==> config.mk <==
export PLATFORM = sky130hd
export DESIGN_NAME = sensor_event_waiter_dispatch
export DESIGN_NICKNAME = d
export VERILOG_FILES = /design/src/hdl/sewd_pkg.sv /design/src/hdl/sensor_event_waiter_dispatch.sv /design/src/hdl/sewd_ram.sv
export SDC_FILE = /design/constraint.sdc
export NUM_CORES = 1
export LEC_CHECK = 0
export BUFFER_PORTS_ARGS = -buffer_cell sky130_fd_sc_hd__buf_4
export CAP_MARGIN = 20
export CORE_ASPECT_RATIO = 0.7
export CORE_MARGIN = 2
export CORE_UTILIZATION = 40
export DETAILED_ROUTE_END_ITERATION = 10
export PLACE_DENSITY = 0.64
export SLEW_MARGIN = 30
export SYNTH_ARGS = -nofsm -noshare
export SYNTH_HDL_FRONTEND = slang
export SYNTH_SLANG_ARGS = --single-unit
==> constraint.sdc <==
create_clock -name clk -period 12.52 [get_ports clk]
set_input_delay 1.252 -clock clk [delete_from_list [all_inputs] [get_ports clk]]
set_output_delay 1.252 -clock clk [all_outputs]
set_load 0.01 [all_outputs]
==> src/hdl/sewd_pkg.sv <==
// Shared field widths, request codes and reply codes for the sensor event waiter.
package sewd_pkg;

  // Port field widths
  localparam int REQ_W   = 3;
  localparam int SIDX_W  = 7;
  localparam int TIME_W  = 32;
  localparam int TASK_W  = 8;
  localparam int TIDX_W  = 3;
  localparam int OWNER_W = 4;
  localparam int KIND_W  = 2;

  // Request codes
  typedef enum logic [REQ_W-1:0] {
    REQ_EVENT       = 3'd0,
    REQ_WAIT_SENSOR = 3'd1,
    REQ_WAIT_ANY    = 3'd2,
    REQ_WAIT_TRAIN  = 3'd3,
    REQ_CANCEL      = 3'd4
  } req_t;

  // Reply codes
  localparam logic [KIND_W-1:0] KIND_HIT      = 2'd0;
  localparam logic [KIND_W-1:0] KIND_REJECT   = 2'd1;
  localparam logic [KIND_W-1:0] KIND_OCCUPIED = 2'd2;

endpackage

==> src/hdl/sensor_event_waiter_dispatch.sv <==
// Top level of the sensor event waiter: slot tables, request decode and reply register.
//
//  channel | signals                                   | dir | accepted when
//  --------+-------------------------------------------+-----+------------------------
//  request | req_type sensor_index event_time requester | in  | in_valid & in_ready
//          | train_index owner_train                   |     |
//  reply   | notify_task reply_kind hit_time hit_sensor | out | out_valid & out_ready
//
// Each item is accepted in the idle state, where the accept edge starts the slot memory
// reads; in the exec state the block reads, decides, writes back and loads the reply register.
// A new request is accepted only in the idle state, after the current item has committed.
// Reset clears all slot valid bits at once; no clearing pass is needed.
// A full reply register that is not taken holds the decide stage, and with it
// the request side, until the reply leaves.
module sensor_event_waiter_dispatch #(
  parameter int SENSOR_COUNT = 80,
  parameter int TRAIN_COUNT  = 8,
  parameter int TASK_ID_BITS = 8
) (
  input  logic                          clk,
  input  logic                          rst,
  input  logic                          in_valid,
  output logic                          in_ready,
  input  logic [sewd_pkg::REQ_W-1:0]    req_type,
  input  logic [sewd_pkg::SIDX_W-1:0]   sensor_index,
  input  logic [sewd_pkg::TIME_W-1:0]   event_time,
  input  logic [sewd_pkg::TASK_W-1:0]   requester,
  input  logic [sewd_pkg::TIDX_W-1:0]   train_index,
  input  logic signed [sewd_pkg::OWNER_W-1:0] owner_train,
  output logic                          out_valid,
  input  logic                          out_ready,
  output logic [sewd_pkg::TASK_W-1:0]   notify_task,
  output logic [sewd_pkg::KIND_W-1:0]   reply_kind,
  output logic [sewd_pkg::TIME_W-1:0]   hit_time,
  output logic [sewd_pkg::SIDX_W-1:0]   hit_sensor
);

  import sewd_pkg::*;

  localparam int SAW   = (SENSOR_COUNT > 1) ? $clog2(SENSOR_COUNT) : 1;
  localparam int TAW   = (TRAIN_COUNT > 1) ? $clog2(TRAIN_COUNT) : 1;
  localparam int EXT_W = (TASK_ID_BITS > TASK_W) ? TASK_ID_BITS : TASK_W;

  typedef enum logic {
    ST_IDLE,
    ST_EXEC
  } state_t;

  state_t state;

  // Registered request
  logic [REQ_W-1:0]        r_type;
  logic [SIDX_W-1:0]       r_sidx;
  logic [TIME_W-1:0]       r_time;
  logic [TASK_ID_BITS-1:0] r_tid;
  logic                    r_s_ok;
  logic                    r_t_ok;
  logic [SAW-1:0]          r_saddr;
  logic [TAW-1:0]          r_taddr;

  // Slot valid bits and the any-waiter
  logic [SENSOR_COUNT-1:0] sensor_valid;
  logic [TRAIN_COUNT-1:0]  train_valid;
  logic                    any_valid;
  logic [TASK_ID_BITS-1:0] any_task;

  // Request decode at accept
  logic [8:0]              sidx_ext;
  logic [EXT_W-1:0]        req_ext;
  logic [TASK_ID_BITS-1:0] tid;
  logic                    s_ok;
  logic                    owner_ok;
  logic                    tidx_ok;
  logic [TIDX_W-1:0]       tsel;
  logic [6:0]              tsel_ext;
  logic [SAW-1:0]          saddr;
  logic [TAW-1:0]          taddr;
  logic                    accept;

  assign in_ready = (state == ST_IDLE);
  assign accept   = in_valid && in_ready;

  assign sidx_ext = 9'(sensor_index);
  assign s_ok     = sidx_ext < 9'(SENSOR_COUNT);
  assign saddr    = sidx_ext[SAW-1:0];
  assign req_ext  = EXT_W'(requester);
  assign tid      = req_ext[TASK_ID_BITS-1:0];
  assign owner_ok = !owner_train[OWNER_W-1]
                    && (7'(owner_train[OWNER_W-2:0]) < 7'(TRAIN_COUNT));
  assign tidx_ok  = 7'(train_index) < 7'(TRAIN_COUNT);
  // Events look up the owning train, wait-train requests their own slot
  assign tsel     = (req_type == REQ_EVENT) ? TIDX_W'(owner_train[OWNER_W-2:0]) : train_index;
  assign tsel_ext = 7'(tsel);
  assign taddr    = tsel_ext[TAW-1:0];

  // Slot memories: read address follows the input while idle, the held request otherwise
  logic [TASK_ID_BITS-1:0] s_rdata;
  logic [TASK_ID_BITS-1:0] t_rdata;
  logic                    s_we;
  logic                    t_we;

  sewd_ram #(
    .WIDTH (TASK_ID_BITS),
    .DEPTH (SENSOR_COUNT)
  ) u_sensor_ram (
    .clk   (clk),
    .we    (s_we),
    .waddr (r_saddr),
    .wdata (r_tid),
    .raddr ((state == ST_IDLE) ? saddr : r_saddr),
    .rdata (s_rdata)
  );

  sewd_ram #(
    .WIDTH (TASK_ID_BITS),
    .DEPTH (TRAIN_COUNT)
  ) u_train_ram (
    .clk   (clk),
    .we    (t_we),
    .waddr (r_taddr),
    .wdata (r_tid),
    .raddr ((state == ST_IDLE) ? taddr : r_taddr),
    .rdata (t_rdata)
  );

  // Decide stage
  logic                    commit;
  logic                    s_occ;
  logic                    t_occ;
  logic                    res_valid;
  logic [TASK_ID_BITS-1:0] res_task;
  logic [KIND_W-1:0]       res_kind;
  logic [TIME_W-1:0]       res_time;
  logic [SIDX_W-1:0]       res_sensor;
  logic                    s_clr;
  logic                    t_clr;
  logic                    s_set;
  logic                    t_set;
  logic                    any_clr;
  logic                    any_set;
  logic [EXT_W-1:0]        res_ext;

  assign commit = (state == ST_EXEC) && (!out_valid || out_ready);
  assign s_occ  = r_s_ok ? sensor_valid[r_saddr] : 1'b0;
  assign t_occ  = r_t_ok ? train_valid[r_taddr] : 1'b0;

  always_comb begin
    res_valid  = 1'b0;
    res_task   = r_tid;
    res_kind   = KIND_REJECT;
    res_time   = '0;
    res_sensor = '0;
    s_clr      = 1'b0;
    t_clr      = 1'b0;
    s_set      = 1'b0;
    t_set      = 1'b0;
    any_clr    = 1'b0;
    any_set    = 1'b0;
    case (req_t'(r_type))
      REQ_EVENT: begin
        res_kind   = KIND_HIT;
        res_time   = r_time;
        res_sensor = r_sidx;
        // events on a sensor out of range wake nobody
        if (!r_s_ok) begin
          res_valid = 1'b0;
        end else if (s_occ) begin
          res_valid = 1'b1;
          res_task  = s_rdata;
          s_clr     = 1'b1;
        end else if (t_occ) begin
          res_valid = 1'b1;
          res_task  = t_rdata;
          t_clr     = 1'b1;
        end else if (any_valid) begin
          res_valid = 1'b1;
          res_task  = any_task;
          any_clr   = 1'b1;
        end
      end
      REQ_WAIT_SENSOR: begin
        res_sensor = r_sidx;
        if (!r_s_ok || s_occ) begin
          res_valid = 1'b1;
        end else begin
          s_set = 1'b1;
        end
      end
      REQ_WAIT_ANY: begin
        // old any-waiter is evicted with a rejection
        res_valid = any_valid;
        res_task  = any_task;
        any_set   = 1'b1;
      end
      REQ_WAIT_TRAIN: begin
        if (!r_t_ok) begin
          res_valid = 1'b1;
        end else if (t_occ) begin
          res_valid = 1'b1;
          res_kind  = KIND_OCCUPIED;
        end else begin
          t_set = 1'b1;
        end
      end
      REQ_CANCEL: begin
        res_sensor = r_sidx;
        if (s_occ && (s_rdata == r_tid)) begin
          res_valid = 1'b1;
          s_clr     = 1'b1;
        end
      end
      default: begin
        res_valid = 1'b0;
      end
    endcase
  end

  assign s_we    = commit && s_set;
  assign t_we    = commit && t_set;
  assign res_ext = EXT_W'(res_task);

  // State, slot flags and reply register
  always_ff @(posedge clk) begin
    if (rst) begin
      state        <= ST_IDLE;
      sensor_valid <= '0;
      train_valid  <= '0;
      any_valid    <= 1'b0;
      out_valid    <= 1'b0;
    end else begin
      // reply taken and no new one loaded behind it
      if (out_valid && out_ready && !(commit && res_valid)) begin
        out_valid <= 1'b0;
      end
      case (state)
        ST_IDLE: begin
          if (accept) begin
            state <= ST_EXEC;
          end
        end
        ST_EXEC: begin
          if (commit) begin
            state <= ST_IDLE;
            if (s_clr) begin
              sensor_valid[r_saddr] <= 1'b0;
            end
            if (s_set) begin
              sensor_valid[r_saddr] <= 1'b1;
            end
            if (t_clr) begin
              train_valid[r_taddr] <= 1'b0;
            end
            if (t_set) begin
              train_valid[r_taddr] <= 1'b1;
            end
            if (any_clr) begin
              any_valid <= 1'b0;
            end
            if (any_set) begin
              any_valid <= 1'b1;
            end
            if (res_valid) begin
              out_valid <= 1'b1;
            end
          end
        end
        default: begin
          state <= ST_IDLE;
        end
      endcase
    end
  end

  // Payload registers
  always_ff @(posedge clk) begin
    if (accept) begin
      r_type  <= req_type;
      r_sidx  <= sensor_index;
      r_time  <= event_time;
      r_tid   <= tid;
      r_s_ok  <= s_ok;
      r_t_ok  <= (req_type == REQ_EVENT) ? owner_ok : tidx_ok;
      r_saddr <= saddr;
      r_taddr <= taddr;
    end
    if (commit && any_set) begin
      any_task <= r_tid;
    end
    if (commit && res_valid) begin
      notify_task <= res_ext[TASK_W-1:0];
      reply_kind  <= res_kind;
      hit_time    <= res_time;
      hit_sensor  <= res_sensor;
    end
  end

endmodule

==> src/hdl/sewd_ram.sv <==
// Generic simple dual-port RAM, one write and one registered read per cycle.
module sewd_ram #(
  parameter int WIDTH = 8,
  parameter int DEPTH = 16
) (
  input  logic                                   clk,
  input  logic                                   we,
  input  logic [(DEPTH > 1 ? $clog2(DEPTH) : 1)-1:0] waddr,
  input  logic [WIDTH-1:0]                       wdata,
  input  logic [(DEPTH > 1 ? $clog2(DEPTH) : 1)-1:0] raddr,
  output logic [WIDTH-1:0]                       rdata
);

  logic [WIDTH-1:0] mem [DEPTH];

  // Write port and registered read port
  always_ff @(posedge clk) begin
    if (we) begin
      mem[waddr] <= wdata;
    end
    rdata <= mem[raddr];
  end

endmodule
Yosys cells after proc, flatten, opt, wreduce, memory -nomap -nowiden. Memory sizes are Yosys's and may differ from the RTL's. A register that Yosys moved wholly into a read port is not among the register bits. Cells that the tools add are included.

Add/subtract/negate cells: 0. Multipliers: 0. Div/mod/pow operators: 0. Order comparisons: 5. Equality and inequality tests: 5. Shifts and indexed selects: 0. Mux-type cells: 69. Bitwise operators: 7. Reductions and logical operators: 23.

Operators with widths (number): 80-bit 2-to-1 mux (5); 80-bit bitwise AND (1); 80-bit inverter (1); 80-bit OR (1); 8-bit 2-to-1 mux (9); 1-bit 2-to-1 mux (41); 8-bit one-hot mux with 2 select lines (1); 1-bit logical AND (11); 8-bit bitwise AND (1); 8-bit equality test (1); 7-bit by 8-bit less-than comparator with 1-bit output, second input constant (1); 8-bit inverter (1); 8-bit OR (1); 1-bit binary-select mux with 7-bit select (1); 1-bit demux with 7-bit select (1); 7-bit by 1-bit greater-or-equal comparator with 1-bit output, second input constant (1); 7-bit less-than comparator, second input constant (1); 7-bit 2-to-1 mux (1); 3-bit by 2-bit equality test with 1-bit output, second input constant (2); 3-bit logical NOT (2); 3-bit 2-to-1 mux (2); 1-bit one-hot mux with 5 select lines (1); 1-bit logical NOT (4); 3-bit by 4-bit less-than comparator with 1-bit output, second input constant (1); 14 further kinds (17).

Register bits after elaboration: 203. Bits in latches: 0. RAM bits: 704. ROM bits: 0. Input bits: 61. Logic and storage cells: 128. Memories: 2.

Memory list: u_sensor_ram.mem (words 80, width 8, rd ports 1, clocked after Yosys merged registers in 1, wr ports 1, line sewd_ram.sv:14) `logic [WIDTH-1:0] mem [DEPTH];`; u_train_ram.mem (words 8, width 8, rd ports 1, clocked after Yosys merged registers in 1, wr ports 1, line sewd_ram.sv:14).

Depth between registers and ports, before layout.
Depth after elaboration: 14. Depth in mapped cells: 14. Depth with buffers taken out: 8.

Hierarchy. From an unflattened synthesis, not the netlist that was laid out.

Cell total of the unflattened synthesis: 2105. Area total of the unflattened synthesis: 36954.2 um^2.

Modules (own cells, without submodules): sewd_ram (u_sensor_ram) (times used 1, cells each 1112, area each 24902.6 um^2); sensor_event_waiter_dispatch (times used 1, cells each 879, area each 9360.2 um^2); sewd_ram (u_train_ram) (times used 1, cells each 114, area each 2691.3 um^2).

Worst setup path before layout. Ideal clock, no wire load.

Kind: register to register. Start point: register r_saddr[2]. End point: register hit_sensor[0] (netlist name), enable pin. Arrival: 4.854 ns. Data required time: 12.048 ns. Path slack: 7.194 ns. Cell stages (with the launch flop): 14. Clock period less this slack: 5.326 ns. Path through: edfxtp_1 -> clkbuf_1 -> inv_1 -> buf_1 -> mux4_2 -> o22ai_1 -> nor2_1 -> o31a_1 -> and3_1 -> buf_2 -> buf_2 -> buf_2 -> a21o_1 -> a21oi_1.

Cells in the longest elaborated chain, start to end: 7.

RTL lines: start: declaration (line sensor_event_waiter_dispatch.sv:58) `logic [SAW-1:0] r_saddr;`; start signal: assignment (line sensor_event_waiter_dispatch.sv:283) `r_saddr <= saddr;`; 1-bit binary-select mux with 7-bit select * (line sensor_event_waiter_dispatch.sv:144) `assign s_occ = r_s_ok ? sensor_valid[r_saddr] : 1'b0;`; 1-bit 2-to-1 mux (implied by the code) * (line sensor_event_waiter_dispatch.sv:144); 1-bit 2-to-1 mux * (line sensor_event_waiter_dispatch.sv:144); 1-bit 2-to-1 mux (tied with other cells) (line sensor_event_waiter_dispatch.sv:167) `end else if (s_occ) begin`; 1-bit 2-to-1 mux (on tied branches) (line sensor_event_waiter_dispatch.sv:165, sensor_event_waiter_dispatch.sv:183, sensor_event_waiter_dispatch.sv:207); 1-bit one-hot mux with 5 select lines * (line sensor_event_waiter_dispatch.sv:159) `case (req_t'(r_type))`; 1-bit logical AND * (line sensor_event_waiter_dispatch.sv:289) `if (commit && res_valid) begin`; end signal: assignment (line sensor_event_waiter_dispatch.sv:293) `hit_sensor <= res_sensor;`; end: declaration (line sensor_event_waiter_dispatch.sv:35) `output logic [sewd_pkg::SIDX_W-1:0] hit_sensor`.

Mark *: on every way between the ends. The rest lies on a longest branch, timed or not. The select of a mux whose other input is x is not followed. A chain may end at the register's enable or synchronous reset.

Worst setup path after layout.
Start point: register r_saddr[0]. End point: memory u_sensor_ram.mem[67][1], enable pin.

Cells in the longest elaborated chain, start to end: 9.

RTL lines: 1-bit binary-select mux with 7-bit select (line sensor_event_waiter_dispatch.sv:144); 1-bit 2-to-1 mux (implied by the code) (line sensor_event_waiter_dispatch.sv:144); 1-bit 2-to-1 mux (line sensor_event_waiter_dispatch.sv:144); 1-bit logical OR (line sensor_event_waiter_dispatch.sv:183) `if (!r_s_ok || s_occ) begin`; 1-bit 2-to-1 mux (line sensor_event_waiter_dispatch.sv:183); 1-bit 2-to-1 mux (line sensor_event_waiter_dispatch.sv:159); 1-bit logical AND (line sensor_event_waiter_dispatch.sv:218) `assign s_we = commit && s_set;`; 1-bit 2-to-1 mux (line sewd_ram.sv:18) `if (we) begin`; 1-bit 2-to-1 mux (implied by the code) (line sewd_ram.sv:19) `mem[waddr] <= wdata;`; end: declaration (line sewd_ram.sv:14).

Parallel ways exist; a longest one is shown, timed or not. The select of a mux whose other input is x is not followed.

==> results.yml <==
status:
  outcome: "finished, final reports clean"
logic_synthesis:
  synth_area_um2: 37170
  synth_top_area_cell: "edfxtp_1"
  synth.net_count: 2314
  synth_edf_count: 816
  synth_ff_type: "edfxtp_1"
  syn_area_per_cell_um2: 16.50
  synth_top_area_share_pct: 65.92
  synth_warnings: 0
  synthTopCellsByArea: "edfxtp_1 (66%), mux4_2 (9.1%), dfxtp_1 (5.8%), a221o_1 (2.2%), nand2_1 (2.2%)"
  ys_ff_latch: 923
  yosysSeqAreaShare_pct: 71.68
  synthArstFlopShare_pct: 0
  syn-instance-count: 2253
  ys_types: 61
final_layout:
  fin_nets: 2421
  fin_cells: 3664
  layout_commonest_cell: "edfxtp_1"
  final_cell_mix: "edfxtp_1 (816), nand2_1 (215), buf_4 (154), mux4_2 (150), nor2_1 (130)"
  fillCellCount: 7748
  ff_latch_area_um2: 26650
  final_area_um2: 42390
  fin_util_pct: 46.05
  multi_input_area_um2: 9945
  area_delta_synth_final_pct: 14.02
  antenna_cells: 0
  drive_gt1_share_pct: 20.38
global_routing:
  grt_usage_pct: 20.25
  grt_max_degree: 161
  overflow: 0
  grt_pass1_vias: 21177
  grt_pass1_wl_um: 144300
  antenna_found_initial: 1
power_and_ir_drop:
  swShare_pct: 22.45
  p_seq_share_pct: 51.9
  power_leakage_nw: 13.67
  vdd_drop_max_mv: 0.1004
  pwr-share-comb_pct: 6.7
  p_int_w: 0.005087
  power_density_nw_per_um2: 154.8
  switchingPower_w: 0.001472
  clockPowerShare_pct: 41.3
clock_tree:
  numCtsBuffers: 85
  cts-hold-fix-buffers: 0
  post_cts_buffers: 0
  cts_resized: 0
  path_clk_slew_ps: 60
  cts.sinks: 923
  clock_path_buffers: 3
  cts-root-buf: "clkbuf_16"
  insertion_delay_ps: 660
  cts_tree: "yes"
  htreeDepth: 3
sta:
  finalSetupTns_ps: 0
  slew_viol_final: 0
  finalCriticalPeriod_ps: 4999
  timing.final.ws_setup_ps: 7521
  rsz0062_at_grt: "no"
  clock_skew_ps: 23.68
  finalSetupViolations: 0
  tightestPinTransition_ps: 964.7
  fin_crit_sh_pct: 39.93
  hold_viol_final: 0
  relSlewSlack_pct: 35.45
  max_freq_mhz: 200.0
worst_setup_path:
  cp.arrival_ps: 5290
  r2r_start: "r_saddr[0]"
  crit_chain: "buf_4 > nor2b_1 > a221oi_1 > o22ai_1 > o211ai_1 > o31a_1 > and3_2 > nand4_1 > buf_6 > nor2_1"
  path_buf_inv: 2
  cp-start-kind: "register"
  required_ps: 12810
  setup.worst_path.end_class: "register"
  max_stage_delay_ps: 720
  cp_top_family: "simple AND/OR/NAND/NOR gates"
  startpoint: "r_saddr[0]"
  path_class: "reg2reg"
  path_max_fanout: 36
  crit_slowest_cell: "and3_2"
job:
  maxCapViolCount: 0
placed_design:
  port_buffers: 111
  pre_cts_ws_ps: 7362
  placed_cell_area_um2: 39430
  hpwl_um: 60390
  dp_cells: 3506
  place_congestion: 0.9400
route:
  vias: 21751
  viasPerCell: 5.936
  drc_errors: 0
  drt_iter0_markers: 2875
  finalWirelength_um: 97590
  ant_nets: 0
  firstDrtPassIters: 5
  wire_per_inst_um: 26.63
floorplan:
  initial_utilization_pct: 40.39
  die_x_um: 368.4
  core_area_um2: 92040
  die-area_um2: 95430
  rows: 93
  io_pins: 112
  die_h_um: 259.1
worst_hold_path:
  holdCritStartpoint: "r_time[29]"
  hold_class: "reg2reg"
-- sequential cells by signal (all words and copies together) (netlist names), 2 cells and up --
register,flops
r_saddr,7
r_type,3
hit_sensor,7
hit_time,32
u_sensor_ram.rdata,8
any_task,8
train_valid,8
r_time,32
r_taddr,3
sensor_valid,80
reply_kind,2
r_tid,8
u_train_ram.rdata,8
u_sensor_ram.mem,640
u_train_ram.mem,64
notify_task,8
-- power by group through the flow --
stage	Combinational [W]	Sequential [W]	Clock, W
floorplan	0.000260	0.00348	0
global placement	0.000428	0.00347	0
detailed placement	0.000436	0.00347	0
CTS	0.000437	0.00340	0.00275
global route	0.000471	0.00340	0.00288
finish	0.000443	0.00340	0.00271
-- cells in the mapped netlist, types with 5 or more instances --
cell,n
xor2_1,7
nand3_1,26
o21ai_0,28
and2_1,84
nor3_1,7
o41ai_1,5
a31oi_1,32
nor3b_1,83
clkbuf_1,89
and3_1,26
buf_2,34
nor2_1,131
a21oi_2,8
buf_4,5
a221oi_1,8
edfxtp_1,816
a41o_1,8
a21oi_1,33
inv_1,22
a221o_1,81
dfxtp_1,107
a22oi_1,13
mux4_2,150
a311oi_1,27
and4_1,8
nand4_1,8
nor2b_1,9
mux2_2,27
o31a_1,9
a211oi_1,46
nand2_1,215
mux2i_1,38
buf_1,10
nand2b_1,7
-- path summary, 6_finish.rpt --
check                                 end  slack (ps)  depth (start not counted)
setup / recovery  u_sensor_ram.mem[67][1]        7520                         10
setup reg to reg  u_sensor_ram.mem[67][1]        7520                         10
hold / removal               hit_time[29]         510                          1
hold reg to reg              hit_time[29]         510                          1
-- kinds of logic after synthesis --
kind of cell	synth area share, %
DFF	71.68
and+or+nand+nor	8.337
AOI/OAI and AO/OA	7.004
muxes	10.96
buffers and inverters	1.831
xor gates and xnor gates	0.1885
-- final cells by class --
class / instances / area share (%)
timing repair buffer: 159 / 2.979
clock buffer: 109 / 5.375
sequential: 923 / 62.86
inverter: 23 / 0.2037
multi-input combinational: 1168 / 23.46
clock inverter: 47 / 1.470
tap: 1235 / 3.646
-- worst reg2reg max path: stages (launching register included) --
cell      delay, ps
edfxtp_1        330
buf_4           430
nor2b_1         260
a221oi_1        390
o22ai_1         130
o211ai_1        210
o31a_1          700
and3_2          730
nand4_1         570
buf_6           350
nor2_1          530
-- stage by stage --
stage	hold WS [ps]	power (W)
after floorplan	461.9	0.003735
after detailed placement	490.6	0.003905
final	508.1	0.006560
after CTS	507.9	0.006593
after global routing	521.9	0.006753
after global placement	484.3	0.003896
-- per-layer routing --
metal | up-vias | track usage (%) | wire (µm)
met5 | - | 0 | 0
met4 | 0 | 4.807 | 1864
met3 | 147 | 4.536 | 9598
met2 | 1228 | 29.71 | 42660
met1 | 11174 | 30.64 | 43460
li1 | 9202 | - | -
(Power assumes the default switching activity.)
